**src/rtl/dmc_pkg.sv**
```systemverilog
package dmc_pkg;

	localparam int unsigned POS_W = 10;
	localparam int unsigned CFG_INDEX_W = 2;
	localparam int unsigned CFG_DATA_W = 32;

	localparam logic [CFG_INDEX_W-1:0] CFG_EXPECTED_OP = 2'd0;
	localparam logic [CFG_INDEX_W-1:0] CFG_EXPECTED_XID = 2'd1;
	localparam logic [CFG_INDEX_W-1:0] CFG_CHECK_XID = 2'd2;

	localparam logic [POS_W-1:0] POS_OP = 10'd0;
	localparam logic [POS_W-1:0] POS_HTYPE = 10'd1;
	localparam logic [POS_W-1:0] POS_HLEN = 10'd2;
	localparam logic [POS_W-3:0] POS_XID_WORD = 8'd1;      // offsets 4..7
	localparam logic [POS_W-3:0] POS_COOKIE_WORD = 8'd59;  // offsets 236..239
	localparam logic [POS_W-1:0] POS_OPTIONS = 10'd240;
	localparam logic [POS_W-1:0] POS_LAST_HEADER = 10'd239;

	localparam logic [7:0] HTYPE_ETHERNET = 8'd1;
	localparam logic [7:0] HLEN_ETHERNET = 8'd6;

	localparam logic [7:0] OPT_PAD = 8'd0;
	localparam logic [7:0] OPT_END = 8'd255;
	localparam logic [7:0] OPT_REQ_ADDR = 8'd50;
	localparam logic [7:0] OPT_MSG_TYPE = 8'd53;
	localparam logic [7:0] OPT_SRV_ADDR = 8'd54;

	localparam logic [7:0] LEN_MSG_TYPE = 8'd1;
	localparam logic [7:0] LEN_ADDRESS = 8'd4;

	localparam logic [7:0] COOKIE [4] = '{8'd99, 8'd130, 8'd83, 8'd99};

	typedef enum logic [1:0] {
		PH_CODE,
		PH_LEN,
		PH_VALUE,
		PH_DONE
	} phase_t;

	typedef struct packed {
		logic [7:0]  expected_op;
		logic [31:0] expected_transaction;
		logic        check_transaction;
	} cfg_t;

	typedef struct packed {
		logic        message_valid;
		logic [7:0]  message_kind;
		logic [31:0] server_address;
		logic [31:0] requested_address;
	} result_t;

endpackage

```
**src/rtl/dmc_walk.sv**
```systemverilog
module dmc_walk #(
	parameter int unsigned MAX_MESSAGE_BYTES = 548
) (
	input  logic              clk,
	input  logic              arst_n,
	input  logic              step,
	input  logic [7:0]        msg_byte,
	input  logic              final_byte,
	input  dmc_pkg::cfg_t     cfg,
	output dmc_pkg::result_t  result
);

	localparam logic [dmc_pkg::POS_W-1:0] MAX_POS = MAX_MESSAGE_BYTES[dmc_pkg::POS_W-1:0];

	logic [dmc_pkg::POS_W-1:0] pos_q, pos_d;
	dmc_pkg::phase_t           phase_q, phase_d;
	logic [7:0]                left_q, left_d;
	logic [7:0]                code_q, code_d;
	logic                      hdr_ok_q, hdr_ok_d;
	logic                      xid_ok_q, xid_ok_d;
	logic                      kind_seen_q, kind_seen_d;
	logic [7:0]                kind_q, kind_d;
	logic                      srv_seen_q, srv_seen_d;
	logic [31:0]               srv_q, srv_d;
	logic                      req_seen_q, req_seen_d;
	logic [31:0]               req_q, req_d;
	logic                      too_long_q, too_long_d;
	logic                      collect_q, collect_d;

	logic [7:0] xid_byte;
	logic       cut;

	always_comb begin
		case (pos_q[1:0])
			2'd0:    xid_byte = cfg.expected_transaction[31:24];
			2'd1:    xid_byte = cfg.expected_transaction[23:16];
			2'd2:    xid_byte = cfg.expected_transaction[15:8];
			default: xid_byte = cfg.expected_transaction[7:0];
		endcase
	end

	// per-byte update of the message state
	always_comb begin
		phase_d     = phase_q;
		left_d      = left_q;
		code_d      = code_q;
		hdr_ok_d    = hdr_ok_q;
		xid_ok_d    = xid_ok_q;
		kind_seen_d = kind_seen_q;
		kind_d      = kind_q;
		srv_seen_d  = srv_seen_q;
		srv_d       = srv_q;
		req_seen_d  = req_seen_q;
		req_d       = req_q;
		collect_d   = collect_q;
		too_long_d  = too_long_q | (pos_q >= MAX_POS);
		pos_d       = (pos_q != '1) ? pos_q + 1'b1 : pos_q;

		if (!too_long_d) begin
			if (pos_q == dmc_pkg::POS_OP && msg_byte != cfg.expected_op)
				hdr_ok_d = 1'b0;
			if (pos_q == dmc_pkg::POS_HTYPE && msg_byte != dmc_pkg::HTYPE_ETHERNET)
				hdr_ok_d = 1'b0;
			if (pos_q == dmc_pkg::POS_HLEN && msg_byte != dmc_pkg::HLEN_ETHERNET)
				hdr_ok_d = 1'b0;
			if (pos_q[dmc_pkg::POS_W-1:2] == dmc_pkg::POS_XID_WORD && msg_byte != xid_byte)
				xid_ok_d = 1'b0;
			if (pos_q[dmc_pkg::POS_W-1:2] == dmc_pkg::POS_COOKIE_WORD &&
			    msg_byte != dmc_pkg::COOKIE[pos_q[1:0]])
				hdr_ok_d = 1'b0;

			if (pos_q >= dmc_pkg::POS_OPTIONS) begin
				unique case (phase_q)
					dmc_pkg::PH_CODE: begin
						if (msg_byte == dmc_pkg::OPT_END) begin
							phase_d = dmc_pkg::PH_DONE;
						end else if (msg_byte != dmc_pkg::OPT_PAD) begin
							code_d  = msg_byte;
							phase_d = dmc_pkg::PH_LEN;
						end
					end
					dmc_pkg::PH_LEN: begin
						left_d    = msg_byte;
						collect_d = 1'b0;
						if (code_q == dmc_pkg::OPT_MSG_TYPE && !kind_seen_q) begin
							kind_seen_d = 1'b1;
							kind_d      = '0;
							collect_d   = (msg_byte == dmc_pkg::LEN_MSG_TYPE);
						end else if (code_q == dmc_pkg::OPT_SRV_ADDR && !srv_seen_q) begin
							srv_seen_d = 1'b1;
							srv_d      = '0;
							collect_d  = (msg_byte == dmc_pkg::LEN_ADDRESS);
						end else if (code_q == dmc_pkg::OPT_REQ_ADDR && !req_seen_q) begin
							req_seen_d = 1'b1;
							req_d      = '0;
							collect_d  = (msg_byte == dmc_pkg::LEN_ADDRESS);
						end
						phase_d = (msg_byte != 8'd0) ? dmc_pkg::PH_VALUE : dmc_pkg::PH_CODE;
					end
					dmc_pkg::PH_VALUE: begin
						if (collect_q) begin
							if (code_q == dmc_pkg::OPT_MSG_TYPE)
								kind_d = msg_byte;
							else if (code_q == dmc_pkg::OPT_SRV_ADDR)
								srv_d = {srv_q[23:0], msg_byte};
							else
								req_d = {req_q[23:0], msg_byte};
						end
						left_d = left_q - 8'd1;
						if (left_d == 8'd0) begin
							collect_d = 1'b0;
							phase_d   = dmc_pkg::PH_CODE;
						end
					end
					default: begin
					end
				endcase
			end
		end
	end

	// result as seen after the final byte; an option cut short reads as absent
	always_comb begin
		cut = collect_d && (left_d != 8'd0);
		if (too_long_d) begin
			result = '0;
		end else begin
			result.message_valid     = (pos_q >= dmc_pkg::POS_LAST_HEADER) && hdr_ok_d &&
			                           (!cfg.check_transaction || xid_ok_d);
			result.message_kind      = (cut && code_d == dmc_pkg::OPT_MSG_TYPE) ? 8'd0 : kind_d;
			result.server_address    = (cut && code_d == dmc_pkg::OPT_SRV_ADDR) ? 32'd0 : srv_d;
			result.requested_address = (cut && code_d == dmc_pkg::OPT_REQ_ADDR) ? 32'd0 : req_d;
		end
	end

	always_ff @(posedge clk or negedge arst_n) begin
		if (!arst_n) begin
			pos_q       <= '0;
			phase_q     <= dmc_pkg::PH_CODE;
			left_q      <= '0;
			code_q      <= '0;
			hdr_ok_q    <= 1'b1;
			xid_ok_q    <= 1'b1;
			kind_seen_q <= 1'b0;
			kind_q      <= '0;
			srv_seen_q  <= 1'b0;
			srv_q       <= '0;
			req_seen_q  <= 1'b0;
			req_q       <= '0;
			too_long_q  <= 1'b0;
			collect_q   <= 1'b0;
		end else if (step) begin
			if (final_byte) begin
				pos_q       <= '0;
				phase_q     <= dmc_pkg::PH_CODE;
				left_q      <= '0;
				code_q      <= '0;
				hdr_ok_q    <= 1'b1;
				xid_ok_q    <= 1'b1;
				kind_seen_q <= 1'b0;
				kind_q      <= '0;
				srv_seen_q  <= 1'b0;
				srv_q       <= '0;
				req_seen_q  <= 1'b0;
				req_q       <= '0;
				too_long_q  <= 1'b0;
				collect_q   <= 1'b0;
			end else begin
				pos_q       <= pos_d;
				phase_q     <= phase_d;
				left_q      <= left_d;
				code_q      <= code_d;
				hdr_ok_q    <= hdr_ok_d;
				xid_ok_q    <= xid_ok_d;
				kind_seen_q <= kind_seen_d;
				kind_q      <= kind_d;
				srv_seen_q  <= srv_seen_d;
				srv_q       <= srv_d;
				req_seen_q  <= req_seen_d;
				req_q       <= req_d;
				too_long_q  <= too_long_d;
				collect_q   <= collect_d;
			end
		end
	end

endmodule

```
**src/rtl/dhcp_message_check_and_option_extract.sv**
```systemverilog
// Channel  | Handshake                | Payload
// ---------+--------------------------+-------------------------------------------
// in       | in_valid / in_ready      | msg_byte, final_byte
// out      | out_valid / out_ready    | message_valid, message_kind,
//          |                          | server_address, requested_address
// cfg      | cfg_valid / cfg_ready    | cfg_index, cfg_data
//
// One byte per cycle, except that a final byte waits while the result slot is
// full. A byte goes into the input register, the option walker updates the
// message state from it as it leaves that register, and the final byte's
// result goes into the output register in that same step. Reset clears all
// message state and loads the register defaults (op 2, id 0, id check off).
// A stalled result holds only the final byte in the input register; ordinary
// bytes keep flowing.
module dhcp_message_check_and_option_extract #(
	parameter int unsigned MAX_MESSAGE_BYTES = 548
) (
	input  logic                             clk,
	input  logic                             arst_n,
	input  logic                             in_valid,
	output logic                             in_ready,
	input  logic [7:0]                       msg_byte,
	input  logic                             final_byte,
	output logic                             out_valid,
	input  logic                             out_ready,
	output logic                             message_valid,
	output logic [7:0]                       message_kind,
	output logic [31:0]                      server_address,
	output logic [31:0]                      requested_address,
	input  logic                             cfg_valid,
	output logic                             cfg_ready,
	input  logic [dmc_pkg::CFG_INDEX_W-1:0]  cfg_index,
	input  logic [dmc_pkg::CFG_DATA_W-1:0]   cfg_data
);

	dmc_pkg::cfg_t    cfg_q;
	dmc_pkg::result_t walk_result;
	dmc_pkg::result_t result_q;

	logic       valid_s1;
	logic [7:0] byte_s1;
	logic       final_s1;
	logic       out_valid_q;
	logic       step_s1;

	// config writes never stall
	assign cfg_ready = 1'b1;

	always_ff @(posedge clk or negedge arst_n) begin
		if (!arst_n) begin
			cfg_q.expected_op          <= 8'd2;
			cfg_q.expected_transaction <= '0;
			cfg_q.check_transaction    <= 1'b0;
		end else if (cfg_valid) begin
			unique case (cfg_index)
				dmc_pkg::CFG_EXPECTED_OP:  cfg_q.expected_op          <= cfg_data[7:0];
				dmc_pkg::CFG_EXPECTED_XID: cfg_q.expected_transaction <= cfg_data;
				dmc_pkg::CFG_CHECK_XID:    cfg_q.check_transaction    <= cfg_data[0];
				default: begin
				end
			endcase
		end
	end

	// a non-final byte always moves on; the final one waits for a free result slot
	assign step_s1  = valid_s1 && (!final_s1 || !out_valid_q || out_ready);
	assign in_ready = !valid_s1 || step_s1;

	always_ff @(posedge clk or negedge arst_n) begin
		if (!arst_n) begin
			valid_s1 <= 1'b0;
		end else if (in_ready) begin
			valid_s1 <= in_valid;
		end
	end

	always_ff @(posedge clk) begin
		if (in_ready && in_valid) begin
			byte_s1  <= msg_byte;
			final_s1 <= final_byte;
		end
	end

	dmc_walk #(
		.MAX_MESSAGE_BYTES(MAX_MESSAGE_BYTES)
	) u_walk (
		.clk        (clk),
		.arst_n     (arst_n),
		.step       (step_s1),
		.msg_byte   (byte_s1),
		.final_byte (final_s1),
		.cfg        (cfg_q),
		.result     (walk_result)
	);

	// result register
	always_ff @(posedge clk or negedge arst_n) begin
		if (!arst_n) begin
			out_valid_q <= 1'b0;
		end else if (step_s1 && final_s1) begin
			out_valid_q <= 1'b1;
		end else if (out_ready) begin
			out_valid_q <= 1'b0;
		end
	end

	always_ff @(posedge clk) begin
		if (step_s1 && final_s1) begin
			result_q <= walk_result;
		end
	end

	assign out_valid         = out_valid_q;
	assign message_valid     = result_q.message_valid;
	assign message_kind      = result_q.message_kind;
	assign server_address    = result_q.server_address;
	assign requested_address = result_q.requested_address;

endmodule

```
**config.mk**
```make
export PLATFORM = sky130hd
export DESIGN_NAME = dhcp_message_check_and_option_extract
export DESIGN_NICKNAME = d
export VERILOG_FILES = /design/src/rtl/dmc_pkg.sv /design/src/rtl/dmc_walk.sv /design/src/rtl/dhcp_message_check_and_option_extract.sv
export SDC_FILE = /design/constraint.sdc
export NUM_CORES = 1
export LEC_CHECK = 0
export ABC_AREA = 1
export BUFFER_PORTS_ARGS = -buffer_cell sky130_fd_sc_hd__buf_2
export CAP_MARGIN = 20
export CORE_MARGIN = 2
export CORE_UTILIZATION = 55
export CTS_CLUSTER_DIAMETER = 150
export DETAILED_ROUTE_END_ITERATION = 8
export MAX_ROUTING_LAYER = met4
export PLACE_DENSITY = 0.86
export SYNTH_ARGS = -nofsm -noshare
export SYNTH_HDL_FRONTEND = slang
export SYNTH_SLANG_ARGS = --single-unit
```
**constraint.sdc**
```tcl
create_clock -name clk -period 3.2 [get_ports clk]
set_input_delay 0 -clock clk [delete_from_list [all_inputs] [get_ports clk]]
set_output_delay 0 -clock clk [all_outputs]
set_load 0.02 [all_outputs]
```
==> metrics.txt, run 1 <==
classification of the worst setup path flip-flop to flip-flop; cells traversed along the worst timing path inv_1 > nand2_1 > nor2_1 > nand2_1 > nand2_1 > nor2_2 > nand2_1 > nand2_1 > nand2_1 > nor2_1 > nand2_1 > nor2_1 > nand3_1 > nand2_2 > buf_12 > nor2_1; post-synthesis net count 1512; synthesized-area fraction occupied by and/or/nand/nor cells 24.0%; Starting Density 55.9%; area growth from synthesis to layout 18.5%; DRC Markers 0; CP Data Required Time 3.48 ns; count of different cell masters after synthesis 47; startpoint of the most critical setup path byte_s1[2]$_DFFE_PP_; Core Region 21800 um^2; maximum count of clock buffers along a single path 3; input/output buffers 122; First-pass DRT Iterations 5; Syn. warnings 0; P_leak 0.00645 uW; post-DR vias/cell 5.70; cell seen most often among critical-path stages nand2_1; I/O pins 124; number of filler cells placed in the layout 1712; sum of negative setup slack 0 ns; height of the die 153 um; flop and latch count out of synthesis 232; Die Area 23300 um^2; most common library cell in the layout ignoring fill and taps nand2_1; instance count on the critical path 16; overflow left after global routing 0; normalized max-slew margin 50.2%; Routability Congestion 0.957; arrival time worst endpoint 3.20 ns; clock tree from TritonCTS yes; vias after detailed routing 10856; Post-Synth XOR/XNOR Area 0.576%; setup-violating endpoint count in the final report 0; post-synthesis compound-gate area fraction 13.4%; post-route clock period utilization 91.0%; routed wirelength normalized by instance count 16.7 um; worst hold slack after final layout 0.0337 ns; transition time at the pin with the least slew margin 0.748 ns; maximum clock frequency 0.343 GHz; Final Critical Period 2.91 ns; Starting DRT DRC Count 819; met2 global-route usage 44.9%; clock edge transition at the registers on the reported setup and hold paths 0.06 ns; estimated wirelength of the detail-placed design 19500 um; total track usage 27.9%; FF+latch area 6220 um^2; kind of launch point of the worst setup path flip-flop; busiest metal layer after global routing met2; share of synthesized area spent on multiplexers 2.22%; Cells after Synth 1454; final hold violation count 0; number of global-route vias before repair 10658; post-synthesis instance area 12200 um^2; class of the tightest hold or removal check primary input to asynchronous set/reset pin; critical-path cell with the highest stage delay edfxtp_1; wire length of the first global-routing pass 52700 um; area of combinational cells with multiple inputs 5050 um^2; Crit Path Max Fanout 32; largest vdd supply drop 0.469 mV; pwr dens 514 nW/um^2; Post-Synth Adder-Cell Area 1.03%; H-tree lvl count 1; most used cells in the layout excluding fill and tap cells 422 x nand2_1, 166 x o21ai_0, 147 x dfrtp_1; Top delay family on crit path simple AND/OR/NAND/NOR gates; met3 Track Usage GR 4.04%; RSZ-0062 raised after global routing no; dominant combinational cell family by area after synthesis simple AND/OR/NAND/NOR gates; sequential cell area fraction in the yosys report 51.1%; antenna violations before repair 0; final net count 1665; critical path's largest stage delay 0.64 ns; type of element capturing the critical path flip-flop; number of sinks driven by the clock tree 232; x dimension of the die 153 um; maximum clock skew at final layout 0.0127 ns; post-route ant nets 0; clock buffer count from CTS 24; combined buffer and inverter count along the critical path 2; worst r2r path cells 16; run status completed; final routed wirelength across all metal layers 31900 um; M1 GR Usage 35.9%; insertion delay to the later sink of the worst-skew pair 0.54 ns; Slew Limit Fails 0; launch point of the worst reg-to-reg path byte_s1[2]$_DFFE_PP_; ratio of cells with drive above 1 in the final layout 19.4%; syn_area_per_cell 8.37 um^2; master cell of the clock root buffer clkbuf_16; number of max-cap violations 0; antenna cell count 0; maximum number of pins on one net before global-route repair 83; row count 54
==> stage by stage <==
stage	total power [uW]	utilization, %	worst slack [ns]	cell area, um^2	instances
2_1_floorplan	4140	-	0.562	12200	1454
3_3_place_gp	4490	60.1	0.353	13100	1807
3_5_place_dp	4520	60.1	0.311	13100	1807
4_1_cts	7370	66.0	0.317	14400	1900
5_1_grt	7680	66.3	0.0190	14400	1905
6_report	7420	66.3	0.287	14400	1905
==> path summary, 6_finish.rpt <==
check / slack (ns) / to
setup / recovery: 0.29 / server_address[31]$_SDFFCE_PP0P_
hold / removal: 0.03 / u_walk.req_q[31]$_DFFE_PN0P_
setup reg to reg: 0.29 / server_address[31]$_SDFFCE_PP0P_
hold reg to reg: 0.48 / u_walk.req_q[26]$_DFFE_PN0P_
max in group asynchronous: 2.21 / cfg_q[34]$_DFFE_PN1P_
min in group clk: 0.18 / byte_s1[0]$_DFFE_PP_
==> cell usage after synthesis, drive strengths merged <==
master / instances / area share [%]
a31oi: 7 / 0.36
nand3: 82 / 3.5
a21boi: 9 / 0.56
clkinv: 1 / 0.031
a22o: 2 / 0.14
o22ai: 24 / 1.2
dfstp: 3 / 0.65
nand3b: 1 / 0.062
o21a: 3 / 0.19
conb: 1 / 0.031
a22oi: 33 / 2.0
nor3b: 1 / 0.10
and2: 1 / 0.051
dfrtp: 147 / 30
mux2: 24 / 2.2
o21ai: 173 / 7.2
clkbuf: 49 / 1.5
o211ai: 2 / 0.12
a41oi: 1 / 0.072
nor3: 11 / 0.45
a21oi: 18 / 0.83
o22a: 8 / 0.58
nand4: 9 / 0.46
and3: 1 / 0.051
xor2: 6 / 0.43
a211oi: 2 / 0.12
nor2: 128 / 5.5
edfxtp: 82 / 20
nor4: 4 / 0.21
or2: 7 / 0.36
xnor2: 2 / 0.14
ha: 10 / 1.0
buf: 31 / 1.6
nand2: 427 / 13
inv: 144 / 4.4
==> layout make-up <==
cell class	count	area share (%)
sequential	232	43.1
multi-input combinational	997	35.1
timing repair buffer	207	10.1
clock buffer	32	4.65
inverter	145	3.78
tap	280	2.43
clock inverter	12	0.798
==> power breakdown <==
| part | switching [uW] | internal (uW) | leakage [uW] | total (uW) |
|---|---|---|---|---|
| registers | 120 | 3270 | 0.00278 | 3390 |
| logic | 767 | 417 | 0.00329 | 1180 |
| clock network | 1220 | 1630 | 0.000388 | 2850 |
==> state kept, by name, indices dropped and copies added (netlist names), 2 cells and up <==
signal             cells
u_walk.kind_q          8
server_address        32
u_walk.pos_q          10
u_walk.code_q          8
message_kind           8
u_walk.phase_q         2
u_walk.left_q          8
u_walk.req_q          32
u_walk.srv_q          32
byte_s1                8
cfg_q                 41
requested_address     32
==> metal layers <==
layer	vias to the layer above	share of wire [%]
met4	0	4.0
li1	5090	-
met3	101	7.1
met1	5157	40
met5	-	0
met2	508	48
==> cells by family (layout without fill, tap and decap cells) <==
group,count (synthesis),after routing
and+or+nand+nor,672,672
AOI/OAI and AO/OA,282,282
DFF,232,232
buffers and inverters,225,396
muxes,24,24
adders and majority gates,10,10
xor gates and xnor gates,8,8
other,1,1
==> worst register-to-register path, cell delays in order (launching register included) <==
cell and delay (ns):
edfxtp_1 0.64, inv_1 0.27, nand2_1 0.17, nor2_1 0.06, nand2_1 0.08, nand2_1 0.06, nor2_2 0.11, nand2_1 0.26
nand2_1 0.14, nand2_1 0.07, nor2_1 0.14, nand2_1 0.08, nor2_1 0.08, nand3_1 0.09, nand2_2 0.09, buf_12 0.22
nor2_1 0.09
==> what timing repair did <==
item,4_1_cts,5_1_grt
hold buffers,49,0
endpoints found under the setup margin,0,1
endpoints found under the hold margin,120,0
resized for setup,0,0
setup buffers,0,4
(Power assumes the default switching activity.)
==> run 2: changes to the inputs <==
clock period = 3.7 ns   (was 3.2 ns; I/O delays follow)
==> run 2 against run 1 <==
  * Setup slack better by 0.11 ns
  * Register-to-register slack improved by 0.11 ns
  * Sequential power is 14% lower
  * Clock power fell by 15%
  * First-iteration DRC count increased by 10%
  * Design area is 0.92% lower
  * Clock skew grew 0.012 ns
  * Combinational power down 15%
  * Sequential share of layout area rose by 0.40 points
  * Core utilization decreased by 0.61 points
  * Count of clock-buffer cells in the layout grew 1
  * Critical path type unchanged
  * Critical endpoint unchanged
==> metrics.txt, run 2 (same netlist as run 1, synthesis figures left out) <==
run status completed; number of sinks driven by the clock tree 232; routed wirelength normalized by instance count 16.6 um; kind of launch point of the worst setup path flip-flop; Final Critical Period 3.31 ns; clock edge transition at the registers on the reported setup and hold paths 0.06 ns; ratio of cells with drive above 1 in the final layout 19.0%; maximum clock frequency 0.302 GHz; total track usage 27.8%; antenna cell count 0; Routability Congestion 0.909; PnR Total Power 6350 uW; overflow left after global routing 0; master cell of the clock root buffer clkbuf_16; Top delay family on crit path simple AND/OR/NAND/NOR gates; arrival time worst endpoint 3.55 ns; Crit Path Max Fanout 32; worst hold slack after final layout 0.136 ns; insertion delay to the later sink of the worst-skew pair 0.53 ns; post-route clock period utilization 89.4%; final routed wirelength across all metal layers 31400 um; vias after detailed routing 10787; Core Region 21800 um^2; row count 54; Die Area 23300 um^2; final hold violation count 0; type of element capturing the critical path flip-flop; Resized Gates After CTS 0; RSZ-0062 raised after global routing no; area growth from synthesis to layout 17.4%; number of max-cap violations 0; pwr dens 444 nW/um^2; sum of negative setup slack 0 ns; maximum clock skew at final layout 0.0251 ns; estimated wirelength of the detail-placed design 19600 um; Starting DRT DRC Count 901; critical-path cell with the highest stage delay edfxtp_1; First-pass DRT Iterations 5; critical path's largest stage delay 0.60 ns; number of flip-flops in the largest register 41; post-route ant nets 0; register containing the most flip-flops in the final layout cfg_q; DRC Markers 0; Slew Limit Fails 0; cell seen most often among critical-path stages nand2_1; setup-violating endpoint count in the final report 0; class of the tightest hold or removal check primary input to asynchronous set/reset pin; Starting Density 55.9%; maximum number of pins on one net before global-route repair 104; most used cells in the layout excluding fill and tap cells 422 x nand2_1, 166 x o21ai_0, 147 x dfrtp_1; clock buffer count from CTS 25; most common library cell in the layout ignoring fill and taps nand2_1; height of the die 153 um; transition time at the pin with the least slew margin 0.980 ns; CP Data Required Time 3.95 ns; antenna violations before repair 0; combined buffer and inverter count along the critical path 2; classification of the worst setup path flip-flop to flip-flop; maximum count of clock buffers along a single path 3; post-DR vias/cell 5.69; normalized max-slew margin 34.7%; clock tree from TritonCTS yes; final net count 1656; cells traversed along the worst timing path inv_1 > nand2_1 > nor2_1 > nand2_1 > nand2_1 > nor2_2 > nand2_1 > nand2_1 > nand2_1 > nor2_1 > nand2_1 > nor2_1 > nand3_1 > nand2_2 > buf_4 > nor2_1; P_leak 0.00637 uW; input/output buffers 122; number of global-route vias before repair 10673; H-tree lvl count 1; largest vdd supply drop 0.462 mV; I/O pins 124; wire length of the first global-routing pass 52400 um; x dimension of the die 153 um
==> run 2: changes by cell type in the layout (fill, tap and decap cells not counted) <==
cell,delta
buf_4,-6
inv_6,+1
buf_16,-1
clkinvlp_4,+5
clkbuf_8,-4
clkbuf_1,+4
buf_12,-3
clkinv_1,-4
clkbuf_16,+1
clkinv_8,-1
==> run 2: report_power, final <==
group	total [uW]	internal, uW	switching [uW]	leakage, uW
registers	2930	2830	102	0.00278
logic	1000	347	653	0.00322
clock network	2420	1390	1030	0.000368
total	6350	4570	1780	0.00637
==> run 2: cell type report <==
type                       count  area (um^2)
sequential                   232         6220
clock inverter                13          130
multi-input combinational    997         5050
inverter                     145          546
timing repair buffer         197         1330
fill                        1745         7470
tap                          280          350
clock buffer                  33          656
==> run 2: repair_timing <==
| item | 4_1_cts | 5_1_grt |
|---|---|---|
| endpoints found under the hold margin | 153 | 0 |
| setup buffers | 0 | 0 |
| setup endpoints to repair | 0 | 0 |
| hold buffers | 49 | 0 |
==> run 2: stage by stage <==
stage | instance area [um^2] | utilization, % | setup WS [ns] | instances
floorplan | 12200 | - | 1.06 | 1454
global placement | 13000 | 59.8 | 0.613 | 1802
detailed placement | 13000 | 59.8 | 0.477 | 1802
CTS | 14300 | 65.7 | 0.450 | 1897
global route | 14300 | 65.7 | 0.0335 | 1897
finish | 14300 | 65.7 | 0.394 | 1897
==> run 2: final timing paths <==
kind,end,cells past startpoint,slack (ns),startpoint
worst max register to register,server_address[31]$_SDFFCE_PP0P_,16,0.39,byte_s1[1]$_DFFE_PP_
worst min register to register,u_walk.hdr_ok_q$_DFFE_PN1P_,2,0.48,u_walk.hdr_ok_q$_DFFE_PN1P_
max in group asynchronous,cfg_q[34]$_DFFE_PN1P_,3,2.58,arst_n
worst max-delay path,server_address[31]$_SDFFCE_PP0P_,16,0.39,byte_s1[1]$_DFFE_PP_
worst min-delay path,u_walk.req_q[31]$_DFFE_PN0P_,2,0.14,arst_n
min in group clk,byte_s1[1]$_DFFE_PP_,2,0.20,msg_byte[1]
==> run 2: worst register-to-register path, delay by kind of cell, from the launching register on <==
| kind | cells | cell delay [ns] |
|---|---|---|
| simple gates | 14 | 1.84 |
| flops | 1 | 0.60 |
| buf+inv | 2 | 0.62 |
==> run 2: routing by layer <==
metal	vias up	GRT usage (%)	wire length [um]
met1	5158	35.5	12800
met3	69	3.30	2010
li1	5077	-	-
met4	0	7.98	819
met2	483	47.1	15800
met5	-	-	0
